## src/hdl/rnve_pkg.sv

```systemverilog
// shared types, constants and numeral table for the roman numeral vinculum encoder
// used by rnve_ctrl, rnve_dpath, roman_numeral_vinculum_encoder_core and rnve_checker
package rnve_pkg;

   localparam int VALUE_W = 32;
   localparam int GLYPH_W = 3;
   localparam int BARS_W = 2;
   localparam int AMT_W = 13;
   localparam int CNT_W = 2;
   localparam int IDX_W = 4;
   localparam int WORTH_W = 10;
   localparam int ENTRIES = 13;
   localparam int MUL_A_W = 26;
   localparam int RECIP_W = 27;
   localparam int PROD_W = 53;
   localparam int DIVISOR_W = 20;
   localparam int MAX_GLYPHS = 39;
   localparam int GCNT_W = 6;

   localparam logic [GLYPH_W-1:0] GLYPH_I = 3'd0;
   localparam logic [GLYPH_W-1:0] GLYPH_V = 3'd1;
   localparam logic [GLYPH_W-1:0] GLYPH_X = 3'd2;
   localparam logic [GLYPH_W-1:0] GLYPH_L = 3'd3;
   localparam logic [GLYPH_W-1:0] GLYPH_C = 3'd4;
   localparam logic [GLYPH_W-1:0] GLYPH_D = 3'd5;
   localparam logic [GLYPH_W-1:0] GLYPH_M = 3'd6;
   localparam logic [GLYPH_W-1:0] GLYPH_NONE = 3'd7;

   localparam logic [BARS_W-1:0] BARS_NONE = 2'd0;
   localparam logic [BARS_W-1:0] BARS_KILO = 2'd1;
   localparam logic [BARS_W-1:0] BARS_MEGA = 2'd2;
   localparam logic [BARS_W-1:0] BARS_BAD = 2'd3;

   localparam logic [VALUE_W-1:0] LIMIT_MEGA = 32'd4000000;
   localparam logic [VALUE_W-1:0] LIMIT_KILO = 32'd4000;
   // reciprocals of 15625 (shift 40) and 125 (shift 26), exact for the operand ranges
   localparam logic [RECIP_W-1:0] RECIP_MEGA = 27'd70368745;
   localparam logic [RECIP_W-1:0] RECIP_KILO = 27'd536871;
   localparam logic [DIVISOR_W-1:0] DIVISOR_MEGA = 20'd1000000;
   localparam logic [DIVISOR_W-1:0] DIVISOR_KILO = 20'd1000;
   // divider phases, counted down
   localparam logic [CNT_W-1:0] DIV_PH_MUL = 2'd2;
   localparam logic [CNT_W-1:0] DIV_PH_BACK = 2'd1;
   localparam logic [CNT_W-1:0] DIV_PH_SUB = 2'd0;
   localparam logic [GCNT_W-1:0] GLYPH_LAST_IDX = GCNT_W'(MAX_GLYPHS - 1);

   typedef enum logic [2:0] {
      S_IDLE,
      S_CHK_MEGA,
      S_CHK_KILO,
      S_DIV,
      S_EMIT
   } state_type;

   typedef struct packed {
      logic load;
      logic start_mega;
      logic start_kilo;
      logic load_plain;
      logic div_step;
      logic emit;
   } cmd_type;

   typedef struct packed {
      logic mega_big;
      logic kilo_big;
      logic rem_zero;
      logic div_last;
      logic out_free;
      logic part_done;
      logic glyph_cap;
   } status_type;

   function automatic logic [WORTH_W-1:0] entry_worth(input logic [IDX_W-1:0] idx);
      logic [WORTH_W-1:0] w;
      case (idx)
         4'd0: w = 10'd1000;
         4'd1: w = 10'd900;
         4'd2: w = 10'd500;
         4'd3: w = 10'd400;
         4'd4: w = 10'd100;
         4'd5: w = 10'd90;
         4'd6: w = 10'd50;
         4'd7: w = 10'd40;
         4'd8: w = 10'd10;
         4'd9: w = 10'd9;
         4'd10: w = 10'd5;
         4'd11: w = 10'd4;
         default: w = 10'd1;
      endcase
      return w;
   endfunction

   function automatic logic [GLYPH_W-1:0] entry_first(input logic [IDX_W-1:0] idx);
      logic [GLYPH_W-1:0] g;
      case (idx)
         4'd0: g = GLYPH_M;
         4'd1: g = GLYPH_C;
         4'd2: g = GLYPH_D;
         4'd3: g = GLYPH_C;
         4'd4: g = GLYPH_C;
         4'd5: g = GLYPH_X;
         4'd6: g = GLYPH_L;
         4'd7: g = GLYPH_X;
         4'd8: g = GLYPH_X;
         4'd9: g = GLYPH_I;
         4'd10: g = GLYPH_V;
         4'd11: g = GLYPH_I;
         default: g = GLYPH_I;
      endcase
      return g;
   endfunction

   function automatic logic [GLYPH_W-1:0] entry_second(input logic [IDX_W-1:0] idx);
      logic [GLYPH_W-1:0] g;
      case (idx)
         4'd1: g = GLYPH_M;
         4'd3: g = GLYPH_D;
         4'd5: g = GLYPH_C;
         4'd7: g = GLYPH_L;
         4'd9: g = GLYPH_X;
         4'd11: g = GLYPH_V;
         default: g = GLYPH_NONE;
      endcase
      return g;
   endfunction

   // largest table entry not above the amount
   function automatic logic [IDX_W-1:0] select_entry(input logic [AMT_W-1:0] amt);
      logic [IDX_W-1:0] idx;
      idx = IDX_W'(ENTRIES - 1);
      for (int k = ENTRIES - 1; k >= 0; k--) begin
         if (AMT_W'(entry_worth(IDX_W'(k))) <= amt) begin
            idx = IDX_W'(k);
         end
      end
      return idx;
   endfunction

endpackage

```

## src/hdl/rnve_ctrl.sv

```systemverilog
// sequencer for the roman numeral vinculum encoder: split, divide and emit phases
// depends on rnve_pkg
module rnve_ctrl
   import rnve_pkg::*;
(
   input  logic       clock,
   input  logic       reset,
   input  logic       req_tvalid,
   output logic       req_tready,
   input  status_type status,
   output cmd_type    cmd
);

   state_type state_ff;
   state_type state_in;

   always_ff @(posedge clock) begin
      if (reset) begin
         state_ff <= S_IDLE;
      end else begin
         state_ff <= state_in;
      end
   end

   always_comb begin
      state_in = state_ff;
      unique case (state_ff)
         S_IDLE: begin
            if (req_tvalid) begin
               state_in = S_CHK_MEGA;
            end
         end
         S_CHK_MEGA: begin
            if (status.mega_big) begin
               state_in = S_DIV;
            end else begin
               state_in = S_CHK_KILO;
            end
         end
         S_CHK_KILO: begin
            if (status.kilo_big) begin
               state_in = S_DIV;
            end else if (!status.rem_zero) begin
               state_in = S_EMIT;
            end else begin
               state_in = S_IDLE;
            end
         end
         S_DIV: begin
            if (status.div_last) begin
               state_in = S_EMIT;
            end
         end
         S_EMIT: begin
            if (status.out_free && status.glyph_cap) begin
               state_in = S_IDLE;
            end else if (status.out_free && status.part_done) begin
               state_in = S_CHK_KILO;
            end
         end
         default: state_in = S_IDLE;
      endcase
   end

   always_comb begin
      cmd = '0;
      req_tready = 1'b0;
      unique case (state_ff)
         S_IDLE: begin
            req_tready = 1'b1;
            cmd.load = req_tvalid;
         end
         S_CHK_MEGA: begin
            cmd.start_mega = status.mega_big;
         end
         S_CHK_KILO: begin
            cmd.start_kilo = status.kilo_big;
            cmd.load_plain = !status.kilo_big && !status.rem_zero;
         end
         S_DIV: begin
            cmd.div_step = 1'b1;
         end
         S_EMIT: begin
            cmd.emit = status.out_free;
         end
         default: begin
            cmd = '0;
         end
      endcase
   end

endmodule

```

## src/hdl/rnve_dpath.sv

```systemverilog
// datapath: remainder, reciprocal divider, greedy glyph selector and output register
// depends on rnve_pkg
module rnve_dpath
   import rnve_pkg::*;
(
   input  logic                clock,
   input  logic                reset,
   input  logic [VALUE_W-1:0]  req_value,
   input  cmd_type             cmd,
   output status_type          status,
   output logic                rsp_tvalid,
   input  logic                rsp_tready,
   output logic [GLYPH_W-1:0]  rsp_glyph,
   output logic [BARS_W-1:0]   rsp_bars,
   output logic                rsp_last
);

   logic [VALUE_W-1:0] rem_ff, rem_in;
   logic [PROD_W-1:0]  prod_ff, prod_in;
   logic [VALUE_W-1:0] back_ff, back_in;
   logic [CNT_W-1:0]   cnt_ff, cnt_in;
   logic [AMT_W-1:0]   amt_ff, amt_in;
   logic [BARS_W-1:0]  bars_ff, bars_in;
   logic [GCNT_W-1:0]  glyph_cnt_ff, glyph_cnt_in;
   logic               pend_valid_ff, pend_valid_in;
   logic [GLYPH_W-1:0] pend_glyph_ff, pend_glyph_in;
   logic               out_valid_ff, out_valid_in;
   logic [GLYPH_W-1:0] out_glyph_ff, out_glyph_in;
   logic [BARS_W-1:0]  out_bars_ff, out_bars_in;
   logic               out_last_ff, out_last_in;

   logic                 is_mega;
   logic [MUL_A_W-1:0]   mul_a;
   logic [RECIP_W-1:0]   mul_b;
   logic [DIVISOR_W-1:0] divisor;
   logic [AMT_W-1:0]     quot;
   logic [IDX_W-1:0]     sel;
   logic [AMT_W-1:0]     worth;
   logic                 is_pair;

   always_ff @(posedge clock) begin
      if (reset) begin
         pend_valid_ff <= 1'b0;
         out_valid_ff <= 1'b0;
      end else begin
         pend_valid_ff <= pend_valid_in;
         out_valid_ff <= out_valid_in;
      end
   end

   always_ff @(posedge clock) begin
      rem_ff <= rem_in;
      prod_ff <= prod_in;
      back_ff <= back_in;
      cnt_ff <= cnt_in;
      amt_ff <= amt_in;
      bars_ff <= bars_in;
      glyph_cnt_ff <= glyph_cnt_in;
      pend_glyph_ff <= pend_glyph_in;
      out_glyph_ff <= out_glyph_in;
      out_bars_ff <= out_bars_in;
      out_last_ff <= out_last_in;
   end

   // millions: (rem >> 6) / 15625, thousands: (rem >> 3) / 125
   assign is_mega = bars_ff == BARS_MEGA;
   assign mul_a = is_mega ? rem_ff[VALUE_W-1:6] : {7'd0, rem_ff[21:3]};
   assign mul_b = is_mega ? RECIP_MEGA : RECIP_KILO;
   assign divisor = is_mega ? DIVISOR_MEGA : DIVISOR_KILO;
   assign quot = is_mega ? prod_ff[52:40] : {1'b0, prod_ff[37:26]};

   assign sel = select_entry(amt_ff);
   assign worth = AMT_W'(entry_worth(sel));
   assign is_pair = entry_second(sel) != GLYPH_NONE;

   always_comb begin
      status.mega_big = rem_ff >= LIMIT_MEGA;
      status.kilo_big = rem_ff >= LIMIT_KILO;
      status.rem_zero = rem_ff == '0;
      status.div_last = cnt_ff == DIV_PH_SUB;
      status.out_free = !out_valid_ff || rsp_tready;
      status.glyph_cap = glyph_cnt_ff == GLYPH_LAST_IDX;
      if (pend_valid_ff) begin
         status.part_done = amt_ff == '0;
      end else begin
         status.part_done = !is_pair && (amt_ff == worth);
      end
   end

   always_comb begin
      rem_in = rem_ff;
      prod_in = prod_ff;
      back_in = back_ff;
      cnt_in = cnt_ff;
      amt_in = amt_ff;
      bars_in = bars_ff;
      glyph_cnt_in = glyph_cnt_ff;
      pend_valid_in = pend_valid_ff;
      pend_glyph_in = pend_glyph_ff;
      out_valid_in = out_valid_ff && !rsp_tready;
      out_glyph_in = out_glyph_ff;
      out_bars_in = out_bars_ff;
      out_last_in = out_last_ff;

      if (cmd.load) begin
         rem_in = req_value;
         pend_valid_in = 1'b0;
         glyph_cnt_in = '0;
      end
      if (cmd.start_mega) begin
         cnt_in = DIV_PH_MUL;
         bars_in = BARS_MEGA;
      end
      if (cmd.start_kilo) begin
         cnt_in = DIV_PH_MUL;
         bars_in = BARS_KILO;
      end
      if (cmd.load_plain) begin
         amt_in = rem_ff[AMT_W-1:0];
         rem_in = '0;
         bars_in = BARS_NONE;
      end
      if (cmd.div_step) begin
         case (cnt_ff)
            DIV_PH_MUL: begin
               prod_in = PROD_W'(mul_a) * PROD_W'(mul_b);
            end
            DIV_PH_BACK: begin
               amt_in = quot;
               back_in = VALUE_W'(quot) * VALUE_W'(divisor);
            end
            DIV_PH_SUB: begin
               rem_in = rem_ff - back_ff;
            end
            default: begin
               rem_in = rem_ff;
            end
         endcase
         cnt_in = cnt_ff - 1'b1;
      end
      if (cmd.emit) begin
         out_valid_in = 1'b1;
         out_bars_in = bars_ff;
         out_last_in = (status.part_done && status.rem_zero) || status.glyph_cap;
         glyph_cnt_in = glyph_cnt_ff + 1'b1;
         if (pend_valid_ff) begin
            out_glyph_in = pend_glyph_ff;
            pend_valid_in = 1'b0;
         end else begin
            out_glyph_in = entry_first(sel);
            amt_in = amt_ff - worth;
            pend_valid_in = is_pair;
            pend_glyph_in = entry_second(sel);
         end
      end
   end

   assign rsp_tvalid = out_valid_ff;
   assign rsp_glyph = out_glyph_ff;
   assign rsp_bars = out_bars_ff;
   assign rsp_last = out_last_ff;

endmodule

```

## src/hdl/roman_numeral_vinculum_encoder_core.sv

```systemverilog
// top level of the roman numeral vinculum encoder
// depends on rnve_pkg, rnve_ctrl and rnve_dpath
//
// Takes one 32-bit unsigned word and returns its Roman numeral as a run of
// glyph words, one glyph per word, with rsp_tlast on the final glyph; zero
// gives no words. Amounts of four million and up carry the millions with
// double bars, a remainder of four thousand and up carries the thousands with
// single bars, the rest is plain. A numeral longer than 39 glyphs is cut after
// the 39th, which then carries rsp_tlast. One word is handled at a time: a new
// word is taken once the previous one has been fully split and emitted. The
// millions and thousands are each found by a reciprocal multiply, a multiply
// back and a subtract, and the glyph stage emits one glyph per cycle while the
// result side is ready. The last glyph sits in the output register and may be
// taken after the next word has been accepted.
module roman_numeral_vinculum_encoder_core
   import rnve_pkg::*;
(
   input  logic        clock,
   input  logic        reset,
   input  logic        req_tvalid,
   output logic        req_tready,
   input  logic [31:0] req_tdata,   // value[31:0]
   output logic        rsp_tvalid,
   input  logic        rsp_tready,
   output logic [7:0]  rsp_tdata,   // glyph[2:0], bars[4:3], zero[7:5]
   output logic        rsp_tlast
);

   cmd_type            cmd;
   status_type         status;
   logic [GLYPH_W-1:0] rsp_glyph;
   logic [BARS_W-1:0]  rsp_bars;

   rnve_ctrl u_ctrl (
      .clock      (clock),
      .reset      (reset),
      .req_tvalid (req_tvalid),
      .req_tready (req_tready),
      .status     (status),
      .cmd        (cmd)
   );

   rnve_dpath u_dpath (
      .clock      (clock),
      .reset      (reset),
      .req_value  (req_tdata),
      .cmd        (cmd),
      .status     (status),
      .rsp_tvalid (rsp_tvalid),
      .rsp_tready (rsp_tready),
      .rsp_glyph  (rsp_glyph),
      .rsp_bars   (rsp_bars),
      .rsp_last   (rsp_tlast)
   );

   assign rsp_tdata = {3'b000, rsp_bars, rsp_glyph};

endmodule

```

## config.mk

```make
export PLATFORM = sky130hd
export DESIGN_NAME = roman_numeral_vinculum_encoder_core
export DESIGN_NICKNAME = d
export VERILOG_FILES = /design/src/hdl/rnve_pkg.sv /design/src/hdl/rnve_ctrl.sv /design/src/hdl/rnve_dpath.sv /design/src/hdl/roman_numeral_vinculum_encoder_core.sv
export SDC_FILE = /design/constraint.sdc
export NUM_CORES = 2
export LEC_CHECK = 0
export ABC_AREA = 1
export ABC_CLOCK_PERIOD_IN_PS = 8800
export BUFFER_PORTS_ARGS = -buffer_cell sky130_fd_sc_hd__buf_2
export CORE_MARGIN = 10
export CORE_UTILIZATION = 35
export CTS_CLUSTER_DIAMETER = 40
export DETAILED_ROUTE_END_ITERATION = 8
export GPL_TIMING_DRIVEN = 0
export PLACE_DENSITY_LB_ADDON = 0.05
export SYNTH_ARGS = -nofsm -noshare
export SYNTH_HDL_FRONTEND = slang
export SYNTH_SLANG_ARGS = --single-unit
```

## constraint.sdc

```tcl
create_clock -name clock -period 8.8 [get_ports clock]
set_input_delay 0.44 -clock clock [delete_from_list [all_inputs] [get_ports clock]]
set_output_delay 0.44 -clock clock [all_outputs]
set_load 0.02 [all_outputs]
```

==> results by group <==
Synthesis
  – Post-synth cell types: 61
  – Primary FF master, synth: edfxtp_1
  – Seq/Total Area, Yosys: 12.6%
  – Mapped cell area: 27,700 µm²
  – Synth Area per Inst: 8.43 µm²
  – Flops & latches, synth: 123
  – Synth Warn #: 0
  – Async SR Flop Fraction: 0%
  – Cells after Synth: 3,284
  – Number of flops mapped to enable cells by yosys: 103

Global routing
  – Vias in the first global route: 23,057
  – Busiest grt layer: met2
  – Met1 Usage GRT: 30.3%
  – Overflow after GRT: 0
  – M3 GR Usage: 3.02%
  – Initial antenna violation count: 3
  – Total global-route track usage: 21.2%
  – Maximum number of pins on one net before global-route repair: 39
  – First-pass GRT wire length: 144 mm
  – Grt met2 use: 33.6%

Routing
  – Vias/cell: 4.88
  – Pre-antenna DRT Iters: 7
  – Initial DRC count: 1,440
  – Detailed-route via count: 21,793
  – Post-Route WL: 93.6 mm
  – WL/cell: 20.9 µm
  – Drt drc: 0
  – DRT antenna net count: 0

Die
  – FP Rows: 103
  – Initial Utilization: 35.2%
  – Die Footprint: 90,800 µm²
  – Die Ht: 301 µm
  – # IOs: 47
  – Placeable Area: 78,700 µm²
  – Die outline width: 301 µm

Clocking
  – Clock Pin Slew Worst Setup and Hold Paths: 0.06 ns
  – Number of clock sinks: 123
  – Hold bufs inserted after CTS: 0
  – Number of H-tree levels: 4
  – CTS tree: built
  – TritonCTS Buffers: 17
  – Worst skew pair latency: 0.48 ns
  – CTS Root Cell: clkbuf_16
  – CTS Buffer Depth: 2

Setup path
  – Crit path max fanout: 10
  – Worst R2R Start: u_dpath.bars_ff[0]
  – Worst EP arrival: 8.58 ns
  – Flop2flop setup slack: 0.44 ns
  – CP Data Required Time: 9.02 ns
  – Startpoint types: flip-flop
  – WS Path Type: flip-flop to flip-flop
  – RR Endpoint: u_dpath.prod_ff[52]
  – CP Capture Type: flip-flop
  – FF-to-FF path depth: 25

Layout
  – Fillers: 8,203
  – Fin cells: 4,469
  – Commonest non-fill, non-tap cell in the layout: inv_1
  – Share of cells above drive strength 1: 6.38%
  – Nets@finish: 4,306
  – Antenna diodes: 0
  – P&R area growth vs syn: 9.87%
  – Commonest cells after routing, fill and taps aside: inv_1, ha_1, fa_1

Min path
  – Hold path depth: 2
  – End point of the worst hold path: u_ctrl.state_ff[2]
  – Launch point of the worst hold path: reset
  – Hold Path Class: input pin to flip-flop

Placed design
  – Placed cell count: 4,413
  – DPL Wire Length: 84.4 mm
  – RD Place Congestion: 0.911
  – PortBufs: 43

STA
  – RSZ-0062 raised after global routing: no
  – F_max: 120 MHz
  – Relative slew slack: 28.6%
  – Fin crit share: 95.1%
  – Worst-Margin Slew: 1.06 ns
  – Tmin final: 8.36 ns
  – Final setup fails: 0
  – Clock Skew: 0.0153 ns
  – Max-slew violation count: 0
  – Final Hold Vio Count: 0

Status
  – Status: complete, no violations

Flow run
  – Max_cap viols: 0
[registers in the layout, summed over array words and instances, names as in the netlist]
name,cells
u_dpath.prod_ff,25
u_dpath.back_ff,29
u_dpath.pend_valid_ff,1
u_dpath.glyph_cnt_ff,6
u_dpath.amt_ff,13
u_ctrl.state_ff,3
u_dpath.rsp_last,1
u_dpath.rsp_tvalid,1
u_dpath.bars_ff,2
u_dpath.pend_glyph_ff,3
u_dpath.cnt_ff,2
u_dpath.rsp_glyph,3
u_dpath.rsp_bars,2
u_dpath.rem_ff,32
[routing by layer]
layer / routed length [µm] / part of all wire [%] / vias up
met1: 45200 / 48 / 10858
met5: 13 / 0.014 / -
met2: 42500 / 45 / 470
met4: 1550 / 1.7 / 2
met3: 4350 / 4.6 / 62
li1: - / - / 10401
[worst max-delay path, stage by stage (launching register included)]
cell	delay [ns]
dfxtp_1	0.40
nor2_2	0.11
clkbuf_4	0.21
clkbuf_2	0.30
nor2_1	0.65
inv_1	0.19
nand2_1	0.34
inv_1	0.17
fa_1	0.55
inv_1	0.10
fa_1	0.47
fa_1	0.56
fa_1	0.46
fa_1	0.52
fa_1	0.53
fa_1	0.52
ha_1	0.43
a21oi_1	0.32
inv_1	0.07
a31oi_1	0.34
o21ai_0	0.22
nand2_1	0.10
a21oi_1	0.07
nor4_1	0.21
nand2_1	0.10
xor2_1	0.15
[cell usage after synthesis, drive strengths merged (3+ instances only)]
library cell	number	area, µm²
inv	916	3440
xnor2	18	158
fa	423	8470
a221oi	3	26.3
a211oi	10	75.1
buf	14	87.6
ha	441	5520
nand4	19	119
o21ai	176	885
a31oi	26	163
o22ai	14	87.6
nor3	23	126
nor4	15	100
a21o	12	90.1
o21a	11	82.6
nor2	273	1070
dfxtp	20	400
or2	15	96.4
a21oi	157	797
a21boi	5	37.5
nand2	406	1570
o211ai	12	90.1
nand3	65	368
clkbuf	32	120
o21bai	9	71.3
edfxtp	103	3090
xor2	43	377
[worst max path at each step]
stage | startpoint | to | slack (ns)
floorplan | u_dpath.bars_ff[1] | u_dpath.prod_ff[40] | 1.55
global placement | u_dpath.bars_ff[1] | u_dpath.prod_ff[45] | -1.24
detailed placement | u_dpath.bars_ff[1] | u_dpath.prod_ff[44] | -1.20
CTS | u_dpath.bars_ff[1] | u_dpath.prod_ff[40] | 0.11
global route | u_dpath.bars_ff[1] | u_dpath.prod_ff[45] | 0.01
finish | u_dpath.bars_ff[0] | u_dpath.prod_ff[52] | 0.44
[cells by family after synthesis]
| kind of cell | Yosys count | share of synthesized area [%] |
|---|---|---|
| buf+inv | 964 | 13.2 |
| xor+xnor | 61 | 1.93 |
| flops | 123 | 12.6 |
| other cells | 2 | 0.0271 |
| mux | 2 | 0.0723 |
| simple gates | 822 | 12.6 |
| compound gates | 446 | 9.05 |
| fa+ha+maj | 864 | 50.5 |
[timing repair]
item,CTS,global route
pin swaps,3,8
setup endpoints to repair,25,24
gates cloned,0,0
resized for setup,45,23
setup buffers,3,21
[stage by stage]
step / hold WS (ns) / setup TNS, ns / util (%) / worst slack [ns] / instance area (µm²)
3_5_place_dp: 0.479 / -25.20 / 37.3 / -1.20 / 29400
6_report: 0.192 / 0 / 38.6 / 0.435 / 30400
3_3_place_gp: 0.462 / -26.80 / 37.3 / -1.24 / 29300
4_1_cts: 0.144 / 0 / 38.4 / 0.106 / 30200
5_1_grt: 0.177 / 0 / 38.6 / 0.0126 / 30400
2_1_floorplan: 0.408 / 0 / - / 1.55 / 27800
[layout make-up]
class / count / area [µm²] / share of cell area, %
Buffer: 46 / 226 / 0.744
Clock buffer: 18 / 429 / 1.41
Clock inverter: 14 / 244 / 0.802
Inverter: 918 / 3450 / 11.4
Multi-Input combinational cell: 2230 / 20800 / 68.5
Sequential cell: 123 / 3490 / 11.5
Tap cell: 1050 / 1310 / 4.32
Timing Repair Buffer: 70 / 433 / 1.42
Power is not shown: default switching activity piles up to over one toggle a cycle in this logic, so the estimate is an artifact.
